`src/rtl/core/ccd_pkg.sv`:
```
// ----------------------------------------------------------------------------
// ccd_pkg
// Shared types and constants for the camera container demux.
// ----------------------------------------------------------------------------
package ccd_pkg;

	localparam logic [31:0] SIG_FILE  = 32'h5356_5848; // "HXVS"
	localparam logic [31:0] SIG_AUDIO = 32'h4641_5848; // "HXAF"
	localparam logic [31:0] SIG_VIDEO = 32'h4656_5848; // "HXVF"
	localparam logic [31:0] SIG_END   = 32'h4946_5848; // "HXFI"

	localparam logic [4:0] NAL_SEI = 5'h06;
	localparam logic [4:0] NAL_SPS = 5'h07;
	localparam logic [4:0] NAL_PPS = 5'h08;

	localparam int QDepth = 4;
	localparam int QPtrW  = $clog2(QDepth);
	localparam int QCntW  = $clog2(QDepth + 1);

	typedef enum logic [2:0] {
		PH_HEADER  = 3'd0,
		PH_CODE    = 3'd1,
		PH_LENGTH  = 3'd2,
		PH_STAMP   = 3'd3,
		PH_SPARE   = 3'd4,
		PH_PAYLOAD = 3'd5,
		PH_STOPPED = 3'd6
	} phase_t;

	typedef enum logic [2:0] {
		K_AUDIO = 3'd0,
		K_VIDEO = 3'd1,
		K_ATS   = 3'd2,
		K_DUR   = 3'd3,
		K_END   = 3'd4,
		K_ERR   = 3'd5
	} kind_t;

	localparam logic [1:0] ERR_NONE     = 2'd0;
	localparam logic [1:0] ERR_BAD_SIG  = 2'd1;
	localparam logic [1:0] ERR_BAD_CODE = 2'd2;

	// one queue entry: results caused by one input byte
	typedef struct packed {
		logic        prim_valid;
		kind_t       kind;
		logic [7:0]  payload;
		logic        vsv;
		logic [31:0] value;
		logic [1:0]  err;
		logic        end_valid;
		logic [31:0] end_value;
	} event_t;

endpackage

```
`src/rtl/core/camera_container_demux_unit.sv`:
```
// ----------------------------------------------------------------------------
// camera_container_demux_unit
// Camera recording demux: header check, record walk, audio/video split.
// ----------------------------------------------------------------------------
// Takes one recording byte per clock and turns it into zero, one or two
// result words (payload bytes, timestamps, duration, end, error). A byte is
// taken every cycle while the four-entry event queue has room; the output
// stage sends one word per cycle while m_axis_tready is high, so a byte that
// causes two words (a result plus the end-of-input word) is sent as two words
// in turn. Results pass through the event queue and then the output register.
module camera_container_demux_unit (
	input  logic        clk,
	input  logic        arst_n,
	input  logic        s_axis_tvalid,
	output logic        s_axis_tready,
	input  logic [7:0]  s_axis_tdata,  // data_byte
	input  logic        s_axis_tuser,  // start_of_file
	input  logic        s_axis_tlast,  // end_of_input
	output logic        m_axis_tvalid,
	input  logic        m_axis_tready,
	output logic [47:0] m_axis_tdata,  // payload[7:0], value[39:8], error_code[41:40], 0
	output logic [3:0]  m_axis_tuser,  // kind[2:0], video_stamp_valid[3]
	output logic        m_axis_tlast   // last_of_run
);

	ccd_pkg::event_t ev;
	ccd_pkg::event_t head;
	ccd_pkg::kind_t  out_kind;
	logic            push;
	logic            pop;
	logic            full;
	logic            empty;
	logic            accept;
	logic [7:0]      out_payload;
	logic            out_vsv;
	logic [31:0]     out_value;
	logic [1:0]      out_err;

	assign s_axis_tready = !full;
	assign accept        = s_axis_tvalid && s_axis_tready;

	ccd_parser u_parser (
		.clk           (clk),
		.arst_n        (arst_n),
		.accept        (accept),
		.data_byte     (s_axis_tdata),
		.start_of_file (s_axis_tuser),
		.end_of_input  (s_axis_tlast),
		.push          (push),
		.ev            (ev)
	);

	ccd_queue u_queue (
		.clk     (clk),
		.arst_n  (arst_n),
		.push    (push),
		.push_ev (ev),
		.pop     (pop),
		.full    (full),
		.empty   (empty),
		.head    (head)
	);

	ccd_emitter u_emitter (
		.clk         (clk),
		.arst_n      (arst_n),
		.empty       (empty),
		.head        (head),
		.pop         (pop),
		.out_ready   (m_axis_tready),
		.out_valid   (m_axis_tvalid),
		.out_kind    (out_kind),
		.out_payload (out_payload),
		.out_vsv     (out_vsv),
		.out_value   (out_value),
		.out_err     (out_err),
		.out_last    (m_axis_tlast)
	);

	assign m_axis_tdata = {6'd0, out_err, out_value, out_payload};
	assign m_axis_tuser = {out_vsv, out_kind};

endmodule

```
`src/rtl/core/ccd_parser.sv`:
```
// ----------------------------------------------------------------------------
// ccd_parser
// Front end: walks header and records one byte per accepted cycle, builds events.
// ----------------------------------------------------------------------------
module ccd_parser (
	input  logic            clk,
	input  logic            arst_n,
	input  logic            accept,
	input  logic [7:0]      data_byte,
	input  logic            start_of_file,
	input  logic            end_of_input,
	output logic            push,
	output ccd_pkg::event_t ev
);

	ccd_pkg::phase_t phase_q, cur_phase, nxt_phase;
	logic [3:0]  bif_q, cur_bif, nxt_bif;
	logic [31:0] code_q, cur_code, nxt_code;
	logic [31:0] len_q, cur_len, nxt_len;
	logic [31:0] rem_q, cur_rem, nxt_rem;
	logic [31:0] stamp_q, cur_stamp, nxt_stamp;
	logic [31:0] aorg_q, cur_aorg, nxt_aorg;
	logic        aov_q, cur_aov, nxt_aov;
	logic [31:0] vorg_q, cur_vorg, nxt_vorg;
	logic        vov_q, cur_vov, nxt_vov;
	logic [31:0] total_q, cur_total, nxt_total;
	logic [2:0]  vidx_q, cur_vidx, nxt_vidx;
	logic [31:0] lane;
	logic [31:0] code_or;
	logic [31:0] stamp_or;
	logic [31:0] aorg_use;
	logic [4:0]  nal;

	always_ff @(posedge clk or negedge arst_n) begin
		if (!arst_n) begin
			phase_q <= ccd_pkg::PH_HEADER;
			bif_q   <= '0;
			code_q  <= '0;
			len_q   <= '0;
			rem_q   <= '0;
			stamp_q <= '0;
			aorg_q  <= '0;
			aov_q   <= 1'b0;
			vorg_q  <= '0;
			vov_q   <= 1'b0;
			total_q <= '0;
			vidx_q  <= '0;
		end else if (accept) begin
			phase_q <= nxt_phase;
			bif_q   <= nxt_bif;
			code_q  <= nxt_code;
			len_q   <= nxt_len;
			rem_q   <= nxt_rem;
			stamp_q <= nxt_stamp;
			aorg_q  <= nxt_aorg;
			aov_q   <= nxt_aov;
			vorg_q  <= nxt_vorg;
			vov_q   <= nxt_vov;
			total_q <= nxt_total;
			vidx_q  <= nxt_vidx;
		end
	end

	always_comb begin
		if (start_of_file) begin
			cur_phase = ccd_pkg::PH_HEADER;
			cur_bif   = '0;
			cur_code  = '0;
			cur_len   = '0;
			cur_rem   = '0;
			cur_stamp = '0;
			cur_aorg  = '0;
			cur_aov   = 1'b0;
			cur_vorg  = '0;
			cur_vov   = 1'b0;
			cur_total = '0;
			cur_vidx  = '0;
		end else begin
			cur_phase = phase_q;
			cur_bif   = bif_q;
			cur_code  = code_q;
			cur_len   = len_q;
			cur_rem   = rem_q;
			cur_stamp = stamp_q;
			cur_aorg  = aorg_q;
			cur_aov   = aov_q;
			cur_vorg  = vorg_q;
			cur_vov   = vov_q;
			cur_total = total_q;
			cur_vidx  = vidx_q;
		end

		nxt_phase = cur_phase;
		nxt_bif   = cur_bif;
		nxt_code  = cur_code;
		nxt_len   = cur_len;
		nxt_rem   = cur_rem;
		nxt_stamp = cur_stamp;
		nxt_aorg  = cur_aorg;
		nxt_aov   = cur_aov;
		nxt_vorg  = cur_vorg;
		nxt_vov   = cur_vov;
		nxt_total = cur_total;
		nxt_vidx  = cur_vidx;

		lane     = {24'd0, data_byte} << {cur_bif[1:0], 3'b000};
		code_or  = cur_code | lane;
		stamp_or = cur_stamp | lane;
		aorg_use = cur_aov ? cur_aorg : stamp_or;
		nal      = data_byte[4:0];
		ev       = '0;

		unique case (cur_phase)
			ccd_pkg::PH_HEADER: begin
				if (cur_bif < 4'd4)
					nxt_code = code_or;
				if (cur_bif == 4'd3 && code_or != ccd_pkg::SIG_FILE) begin
					ev.prim_valid = 1'b1;
					ev.kind       = ccd_pkg::K_ERR;
					ev.err        = ccd_pkg::ERR_BAD_SIG;
					nxt_phase     = ccd_pkg::PH_STOPPED;
				end else begin
					if (cur_bif >= 4'd8 && cur_bif <= 4'd11)
						nxt_stamp = stamp_or;
					if (cur_bif == 4'd11) begin
						ev.prim_valid = 1'b1;
						ev.kind       = ccd_pkg::K_DUR;
						ev.value      = stamp_or;
					end
					if (cur_bif == 4'd15) begin
						nxt_phase = ccd_pkg::PH_CODE;
						nxt_bif   = '0;
						nxt_code  = '0;
					end else begin
						nxt_bif = cur_bif + 4'd1;
					end
				end
			end
			ccd_pkg::PH_CODE: begin
				nxt_code = code_or;
				if (cur_bif[1:0] == 2'd3) begin
					if (code_or == ccd_pkg::SIG_END) begin
						ev.prim_valid = 1'b1;
						ev.kind       = ccd_pkg::K_END;
						ev.value      = cur_total;
						nxt_phase     = ccd_pkg::PH_STOPPED;
					end else begin
						nxt_phase = ccd_pkg::PH_LENGTH;
						nxt_bif   = '0;
						nxt_len   = '0;
					end
				end else begin
					nxt_bif = {2'b00, cur_bif[1:0]} + 4'd1;
				end
			end
			ccd_pkg::PH_LENGTH: begin
				nxt_len = cur_len | lane;
				if (cur_bif[1:0] == 2'd3) begin
					if (cur_code == ccd_pkg::SIG_AUDIO || cur_code == ccd_pkg::SIG_VIDEO) begin
						nxt_phase = ccd_pkg::PH_STAMP;
						nxt_bif   = '0;
						nxt_stamp = '0;
					end else begin
						ev.prim_valid = 1'b1;
						ev.kind       = ccd_pkg::K_ERR;
						ev.err        = ccd_pkg::ERR_BAD_CODE;
						nxt_phase     = ccd_pkg::PH_CODE;
						nxt_bif       = '0;
						nxt_code      = '0;
					end
				end else begin
					nxt_bif = {2'b00, cur_bif[1:0]} + 4'd1;
				end
			end
			ccd_pkg::PH_STAMP: begin
				nxt_stamp = stamp_or;
				if (cur_bif[1:0] == 2'd3) begin
					if (cur_code == ccd_pkg::SIG_AUDIO) begin
						nxt_aorg      = aorg_use;
						nxt_aov       = 1'b1;
						ev.prim_valid = 1'b1;
						ev.kind       = ccd_pkg::K_ATS;
						ev.value      = stamp_or - aorg_use;
					end else if (!cur_vov) begin
						nxt_vorg = stamp_or;
						nxt_vov  = 1'b1;
					end
					nxt_phase = ccd_pkg::PH_SPARE;
					nxt_bif   = '0;
				end else begin
					nxt_bif = {2'b00, cur_bif[1:0]} + 4'd1;
				end
			end
			ccd_pkg::PH_SPARE: begin
				if (cur_bif[1:0] == 2'd3) begin
					nxt_rem  = cur_len;
					nxt_bif  = '0;
					nxt_vidx = '0;
					if (cur_len == '0) begin
						nxt_phase = ccd_pkg::PH_CODE;
						nxt_code  = '0;
					end else begin
						nxt_phase = ccd_pkg::PH_PAYLOAD;
					end
				end else begin
					nxt_bif = {2'b00, cur_bif[1:0]} + 4'd1;
				end
			end
			ccd_pkg::PH_PAYLOAD: begin
				nxt_rem = cur_rem - 32'd1;
				if (cur_code == ccd_pkg::SIG_AUDIO) begin
					if (cur_bif < 4'd4) begin
						nxt_bif = cur_bif + 4'd1;
					end else begin
						ev.prim_valid = 1'b1;
						ev.kind       = ccd_pkg::K_AUDIO;
						ev.payload    = data_byte;
						nxt_total     = cur_total + 32'd1;
					end
				end else begin
					if (cur_vidx < 3'd5)
						nxt_vidx = cur_vidx + 3'd1;
					ev.prim_valid = 1'b1;
					ev.kind       = ccd_pkg::K_VIDEO;
					ev.payload    = data_byte;
					if (cur_vidx == 3'd4 && nal != ccd_pkg::NAL_SEI
							&& nal != ccd_pkg::NAL_SPS && nal != ccd_pkg::NAL_PPS) begin
						ev.vsv   = 1'b1;
						ev.value = cur_stamp - cur_vorg;
					end
				end
				if (nxt_rem == '0) begin
					nxt_phase = ccd_pkg::PH_CODE;
					nxt_bif   = '0;
					nxt_code  = '0;
				end
			end
			default: begin
				nxt_phase = ccd_pkg::PH_STOPPED;
			end
		endcase

		if (end_of_input && nxt_phase != ccd_pkg::PH_STOPPED) begin
			ev.end_valid = 1'b1;
			ev.end_value = nxt_total;
			nxt_phase    = ccd_pkg::PH_STOPPED;
		end

		push = accept && (ev.prim_valid || ev.end_valid);
	end

endmodule

```
`src/rtl/core/ccd_queue.sv`:
```
// ----------------------------------------------------------------------------
// ccd_queue
// Small event queue between parser and output stage.
// ----------------------------------------------------------------------------
module ccd_queue (
	input  logic            clk,
	input  logic            arst_n,
	input  logic            push,
	input  ccd_pkg::event_t push_ev,
	input  logic            pop,
	output logic            full,
	output logic            empty,
	output ccd_pkg::event_t head
);

	ccd_pkg::event_t mem_q [ccd_pkg::QDepth];
	logic [ccd_pkg::QPtrW-1:0] wptr_q;
	logic [ccd_pkg::QPtrW-1:0] rptr_q;
	logic [ccd_pkg::QCntW-1:0] cnt_q;

	assign full  = (cnt_q == ccd_pkg::QCntW'(ccd_pkg::QDepth));
	assign empty = (cnt_q == '0);
	assign head  = mem_q[rptr_q];

	always_ff @(posedge clk) begin
		if (push)
			mem_q[wptr_q] <= push_ev;
	end

	always_ff @(posedge clk or negedge arst_n) begin
		if (!arst_n) begin
			wptr_q <= '0;
			rptr_q <= '0;
			cnt_q  <= '0;
		end else begin
			if (push)
				wptr_q <= wptr_q + ccd_pkg::QPtrW'(1);
			if (pop)
				rptr_q <= rptr_q + ccd_pkg::QPtrW'(1);
			if (push && !pop)
				cnt_q <= cnt_q + ccd_pkg::QCntW'(1);
			else if (pop && !push)
				cnt_q <= cnt_q - ccd_pkg::QCntW'(1);
		end
	end

endmodule

```
`src/rtl/core/ccd_emitter.sv`:
```
// ----------------------------------------------------------------------------
// ccd_emitter
// Back end: expands queued events into output words through a register.
// ----------------------------------------------------------------------------
module ccd_emitter (
	input  logic            clk,
	input  logic            arst_n,
	input  logic            empty,
	input  ccd_pkg::event_t head,
	output logic            pop,
	input  logic            out_ready,
	output logic            out_valid,
	output ccd_pkg::kind_t  out_kind,
	output logic [7:0]      out_payload,
	output logic            out_vsv,
	output logic [31:0]     out_value,
	output logic [1:0]      out_err,
	output logic            out_last
);

	logic valid_q;
	logic second_q;
	logic load;
	logic take_prim;
	logic word_last;

	// second_q: primary already sent, end word still pending
	assign load      = !valid_q || out_ready;
	assign take_prim = head.prim_valid && !second_q;
	assign word_last = take_prim ? !head.end_valid : 1'b1;
	assign pop       = load && !empty && word_last;
	assign out_valid = valid_q;

	always_ff @(posedge clk or negedge arst_n) begin
		if (!arst_n) begin
			valid_q  <= 1'b0;
			second_q <= 1'b0;
		end else if (load) begin
			valid_q <= !empty;
			if (!empty)
				second_q <= !word_last;
		end
	end

	always_ff @(posedge clk) begin
		if (load && !empty) begin
			if (take_prim) begin
				out_kind    <= head.kind;
				out_payload <= head.payload;
				out_vsv     <= head.vsv;
				out_value   <= head.value;
				out_err     <= head.err;
			end else begin
				out_kind    <= ccd_pkg::K_END;
				out_payload <= '0;
				out_vsv     <= 1'b0;
				out_value   <= head.end_value;
				out_err     <= ccd_pkg::ERR_NONE;
			end
			out_last <= word_last;
		end
	end

endmodule

```
`config.mk`:
```
export PLATFORM = sky130hd
export DESIGN_NAME = camera_container_demux_unit
export DESIGN_NICKNAME = d
export VERILOG_FILES = /design/src/rtl/core/ccd_pkg.sv /design/src/rtl/core/camera_container_demux_unit.sv /design/src/rtl/core/ccd_parser.sv /design/src/rtl/core/ccd_queue.sv /design/src/rtl/core/ccd_emitter.sv
export SDC_FILE = /design/constraint.sdc
export NUM_CORES = 1
export LEC_CHECK = 0
export BUFFER_PORTS_ARGS = -buffer_cell sky130_fd_sc_hd__buf_2
export CAP_MARGIN = 20
export CORE_UTILIZATION = 63
export DETAILED_ROUTE_END_ITERATION = 10
export PLACE_DENSITY = 0.8
export SYNTH_ARGS = -nofsm -noshare
export SYNTH_HDL_FRONTEND = slang
export SYNTH_SLANG_ARGS = --single-unit
```
`constraint.sdc`:
```
create_clock -name clk -period 6.9 [get_ports clk]
set_input_delay 0.69 -clock clk [delete_from_list [all_inputs] [get_ports clk]]
set_output_delay 0.69 -clock clk [all_outputs]
set_load 0.02 [all_outputs]
```
* Word level (Yosys, flattened, before mapping)
Memories as Yosys holds them, arrays and structs flattened. Cells that the tools add are included.
Word-level totals: memory bits (writable) 320, input port bits 14, flip-flop bits (word level) 292, logic and storage cells 199, memories 1
Memories:
- u_queue.mem_q | words 4, bits a word 80, rd ports 1, clocked after memory_dff 0, write ports 1, RTL line ccd_queue.sv:16 | ccd_pkg::event_t mem_q [ccd_pkg::QDepth];
Operators by class: order comparisons 4, equal/unequal tests 19, shift-type cells 1, multiplexer cells 105, add/sub/neg operators 11, bitwise operators 4, reductions and logical operators 31
Operator list (count):
- $mux 32 | 40
- $pmux 32 s5 | 1
- $pmux 32 s2 | 2
- $pmux 32 s4 | 1
- $mux 33 | 3
- $eq 32x31->1 const B | 3
- $or 32x32->32 | 3
- $pmux 32 s3 | 1
- $mux 4 | 17
- $logic_not 32->1 | 2
- $sub 32x32->32 | 2
- $mux 3 | 17
- $add 32x1->32 const B | 1
- $ne 32x31->1 const B | 1
- $shl 8x5->32 | 1
- $sub 32x1->32 const B | 1
- $mux 12 | 2
- $pmux 4 s5 | 1
- $pmux 3 s6 | 1
- $pmux 4 s4 | 1
- $logic_and 1x1->1 | 13
- $eq 3x3->1 const B | 4
- $mux 1 | 12
- $ne 5x3->1 const B | 2
- other kinds (27) | 43

* Longest topological paths before layout
depth after elaboration 16, mapped depth 24

* Hierarchy
A second synthesis with hierarchy kept.
Unflattened totals: cells, all modules 2844, area, all modules 32154.6 sq um
Modules (own cells, without submodules):
- ccd_parser | area an instance 17997.3 sq um, cells each 2273, instances 1
- ccd_queue | area an instance 12021.5 sq um, cells each 452, instances 1
- ccd_emitter | area an instance 2069.5 sq um, cells each 109, instances 1
- camera_container_demux_unit | area an instance 66.3 sq um, cells each 10, instances 1

* Worst setup path after synthesis
No wires, ideal clock.
path type input port to flip-flop, start input s_axis_tuser, end memory u_queue.mem_q[0][0] (netlist bit), enable pin, setup slack -0.480 ns, cell stages on the path 19, library setup time 0.447 ns, arrival 6.932 ns, path buffers 7, required time 6.453 ns, cell sequence inv_1 -> clkbuf_1 -> clkbuf_1 -> clkbuf_1 -> clkbuf_1 -> buf_1 -> buf_1 -> nand2_1 -> ha_1 -> buf_2 -> and2_1 -> a311oi_1 -> nand3b_1 -> or4_1 -> a2111o_1 -> nor4_1 -> o2111ai_1 -> nand2_1 -> and2_1
On the way: cells in the longest elaborated chain, start to end 14, elaborated cells between the ends (all ways) 56, those cells by class 1 x add/sub; 1 x order compare; 14 x eq/ne; 1 x shift; 30 x mux; 1 x bitwise; 8 x reduce/logical
Ends and longest elaborated chain:
- start, declared | RTL line camera_container_demux_unit.sv:17 | input logic s_axis_tuser,
- branches (longest 10 deep; another with $sub 32x1->32)
- $logic_or 1x1->1 (*) | RTL line ccd_parser.sv:249 | push = accept && (ev.prim_valid || ev.end_valid);
- $logic_and 1x1->1 (*) | RTL line ccd_parser.sv:249
- net push | RTL line camera_container_demux_unit.sv:29 | logic push;
- $mux 1 (*) | RTL line ccd_queue.sv:26 | if (push)
- $mux 1 (not written as such) (*) | RTL line ccd_queue.sv:27 | mem_q[wptr_q] <= push_ev;
- end, declared | RTL line ccd_queue.sv:16
Mark *: on every way through the listed nets, which the timed path passes.

* Worst setup path in the final report
start register u_parser.rem_q[0], end register u_queue.cnt_q[2] (netlist bit)
On the way: cells in the longest elaborated chain, start to end 13, elaborated cells between the ends (all ways) 15, those cells by class 1 x add/sub; 1 x eq/ne; 5 x mux; 8 x reduce/logical
Ends and longest elaborated chain:
- start, declared | RTL line ccd_parser.sv:20 | logic [31:0] rem_q, cur_rem, nxt_rem;
- start signal, assigned | RTL line ccd_parser.sv:53 | rem_q <= nxt_rem;
- $mux 32 (*) | RTL line ccd_parser.sv:65 | if (start_of_file) begin
- $sub 32x1->32 (*) | RTL line ccd_parser.sv:210 | nxt_rem = cur_rem - 32'd1;
- $logic_not 32->1 (*) | RTL line ccd_parser.sv:232 | if (nxt_rem == '0) begin
- $mux 3 (*) | RTL line ccd_parser.sv:232
- $pmux 3 s6 (*) | RTL line ccd_parser.sv:113 | unique case (cur_phase)
- $ne 3x3->1 (*) | RTL line ccd_parser.sv:243 | if (end_of_input && nxt_phase != ccd_pkg::PH_STOPPED) begin
- $logic_and 1x1->1 (*) | RTL line ccd_parser.sv:243
- $mux 33 (*) | RTL line ccd_parser.sv:243
- $logic_or 1x1->1 (*) | RTL line ccd_parser.sv:249
- $logic_and 1x1->1 (*) | RTL line ccd_parser.sv:249
- net push | RTL line camera_container_demux_unit.sv:29
- $logic_not 1->1 | RTL line ccd_queue.sv:42 | else if (pop && !push)
- $logic_and 1x1->1 | RTL line ccd_queue.sv:42
- $reduce_bool 2->1 (no source line)
- end signal, assigned | RTL line ccd_queue.sv:41 | cnt_q <= cnt_q + ccd_pkg::QCntW'(1);
- end signal, assigned | RTL line ccd_queue.sv:43 | cnt_q <= cnt_q - ccd_pkg::QCntW'(1);
- end, declared | RTL line ccd_queue.sv:19 | logic [ccd_pkg::QCntW-1:0] cnt_q;
The timed path passes the listed nets; every way through them passes the cells marked *. A chain may end at the register's enable or synchronous reset.

==> results.md <==
* Number of primary I/O pins at about 70
* Initial Util at 0.641
* Arr. time, crit path at roughly 5900 ps
* Required @ worst endpoint at around 7500 ps
* Clock Tree Buf Depth at 3
* Met2 global-route usage at 0.543
* Worst-margin pin slew at between 1000 and 1500 ps
* Residual overflow from global routing at 0
* Layout overhead on the synthesized area at 9.14%
* Cts repair resizes at 0
* Total of endpoints with negative setup slack in the final report at 0
* Timing-limited maximum frequency at about 190 MHz
* Share of the synthesized area in the top cell type at 0.342
* Met3 layer usage reported by global route at 0.0609
* Via count of the routed design at around 25k
* Hold buffer count at CTS at 0
* Warning count from the yosys run at 0
* Total negative slack for setup checks at 0 ps
* Post-CTS setup buffers at 0
* Cell area after technology mapping at roughly 0.032 mm^2
* Worst setup path class: flip-flop to flip-flop
* Count of different cell masters after synthesis at slightly above 90
* Run status: finished, final reports clean
* Most used cells in the layout excluding fill and tap cells: edfxtp_1 (367), nand2_1 (322), o21ai_0 (263)
* Ys async rst share at 0.400
* Clock-pin transition on the worst setup and hold timing paths at roughly 70 ps
* Die footprint at 0.0520 mm^2
* Fin. Hold Viols at 0
* Core outline area at roughly 0.050 mm^2
* Worst slew margin relative to its limit at 0.239
* Clock network latency to the later pin of the worst-skew pair at around 640 ps
* Gate count after technology mapping at roughly 2.9k
* CTS HTree Levels at 2
* Final worst clock skew at just over 30 ps
* Largest voltage drop on the vdd net at approximately 0.33 mV
* Drt pass-1 iters at 7
* Cell type with the largest total area after synthesis: edfxtp_1
* Total wire length after detailed routing at 89,800 um
* Remaining antenna violation count at 0
* Die X at about 230 um
* Nature of the critical path startpoint: flip-flop
* Post-synth top flop: edfxtp_1
* TritonCTS clock tree: yes
* Via density at 6.85
* DIE HEIGHT at roughly 230 um
* Clock buffers created by TritonCTS at 61
* Pin count of the biggest net entering global routing at around 130
* Final critical delay including setup and external delays at 5310 ps
* Post-DP HPWL at 59,400 um
* Share of cells above drive strength 1 at 0.135
* Setup repair after global routing missed its margin: false
* Sort of element at the end of the critical path: flip-flop
* Flops & latches, synth at 612
* # port buffers at just over 60
* Mean instance size in the synthesized netlist at around 11 um^2
* Highest-utilization routing layer at the global route stage: met2
* TritonCTS Sinks at between 600 and 700
* Via count of the first global-routing pass at between 20k and 25k
* Global-route wire length before repair at between 100,000 and 150,000 um
* Worst hold path type: input port to asynchronous set/reset pin
* Count of routing violations after the opening detailed-route iteration at roughly 2.8k
* Power density over the cells at roughly 360 mW/mm^2
* Leak Pwr at 14.1 nW
* Routed wire length per instance at between 20 and 30 um
* Final weighted congestion in routability-driven placement at 0.969
* Critical Path Fanout Max at 10
* Root cell of the clock tree: clkbuf_16
* Number of synthesized flops with an enable pin at 367
* Top post-synthesis cells by area: edfxtp_1 (34%), dfrtp_1 (19%), mux4_2 (5.6%), o21ai_0 (4.1%), nand2_1 (3.8%)
* Max-cap violations at 0
* Cells along the critical path: nand2_1 -> ha_1 -> nor4b_2 -> nand4_1 -> and3_1 -> a2111oi_0 -> nand4b_1 -> nor4_1 -> o2111ai_1 -> nand2_1 -> ha_1 -> inv_1 -> fa_1 -> xor2_1 -> nor2_1 -> xor2_1
* Slowest library cell on the worst path: nor4_1
* Final slew viol count at 0
* Antenna violations before repair at 2
* Met1 usage at 0.474
* Global-route usage over all layers at 0.344
* Drt drc at 0
* Total power draw at approximately 13 mW
* Seq/Total Area, Yosys at 0.532
* Placement row count at between 80 and 90
* Most frequent standard cell in the layout excluding fill and tap cells: edfxtp_1
* Portion of the clock cycle consumed by the worst path in the final layout at 0.769
* Net count, final at about 3.0k
* Maximum cell stage delay along the critical path at around 730 ps
## flip-flops by register name (all words and copies together), names as in the netlist, 32 cells and up
name,count
u_queue.mem_q,320
u_emitter.out_value,32
u_parser.aorg_q,32
u_parser.code_q,32
u_parser.len_q,32
u_parser.rem_q,32
u_parser.stamp_q,32
u_parser.total_q,32
u_parser.vorg_q,32
## Yosys cell counts (42+ instances only)
cell      number
edfxtp_1     367
nand2_1      325
o21ai_0      265
dfrtp_1      245
clkbuf_1     164
nor2_1       156
a21oi_1      149
mux4_2        80
ha_1          73
inv_1         72
nor2b_1       69
a22o_1        63
xnor2_1       54
nor3_1        49
and3_1        43
mux2i_1       43
xor2_1        42
## cell families (layout without fill, tap and decap cells)
kind of cell             after synthesis  count (layout)  share of synthesized area
AO/OA/AOI/OAI                        785             785                      0.157
XOR/XNOR                              96              96                     0.0261
adder cells (fa/ha/maj)               76              76                     0.0302
buffers and inverters                271             303                     0.0332
flip-flops                           612             612                      0.532
multiplexers                         159             159                     0.0819
other                                  1               7                   0.000116
AND/OR/NAND/NOR                      879             879                      0.139
## through the flow
stage	cells	utilization	cell area, um^2	hold WS (ps)	setup WS, ps
after floorplan	2884	-	32200	394	400
after global placement	3474	0.660	33200	456	1370
after detailed placement	3474	0.660	33200	468	1160
after CTS	3587	0.699	35100	190	1720
after global routing	3588	0.699	35200	236	1260
final	3589	0.699	35200	145	1590
## worst max-delay path, delay by kind of cell (launching register included)
family / cells / cell delay, ps
flip-flops: 1 / 470
buffers and inverters: 1 / 70
adder cells (fa/ha/maj): 3 / 990
AND/OR/NAND/NOR: 8 / 2770
AO/OA/AOI/OAI: 2 / 600
XOR/XNOR: 2 / 330
## worst paths after layout
kind	end	depth (start not counted)	slack (ps)	start
worst min-delay path	u_parser.total_q[5]	1	150	arst_n
worst max register to register	u_queue.cnt_q[2]	16	1590	u_parser.rem_q[0]
worst min register to register	u_parser.aorg_q[18]	2	480	u_parser.aorg_q[18]
worst max-delay path	u_queue.cnt_q[2]	16	1590	u_parser.rem_q[0]
min in group clk	u_emitter.out_valid	2	250	m_axis_tready
max in group asynchronous	u_queue.rptr_q[0]	2	5450	arst_n
## where the power goes
| part | leakage, nW | internal [mW] | switching [mW] |
|---|---|---|---|
| sequential | 6.90 | 4.55 | 0.340 |
| clock | 0.971 | 1.81 | 1.44 |
| combinational | 6.20 | 1.83 | 2.67 |
## area by class of cell
type / count / area (um^2)
inverters: 73 / 274
fillers: 3547 / 15100
clock buffers: 84 / 1700
flip-flops and latches: 612 / 17200
diodes: 1 / 2.50
repair buffers: 117 / 818
multi-input cells: 2001 / 14100
clock inverters: 29 / 269
well taps: 672 / 841
## layer usage
metal  wire, um  up-vias
met1      35900    12200
met2      42300     1321
li1           -    10800
met4       3570        2
met3       7910      235
met5         11        -
Power figures use the tool's default switching activity.
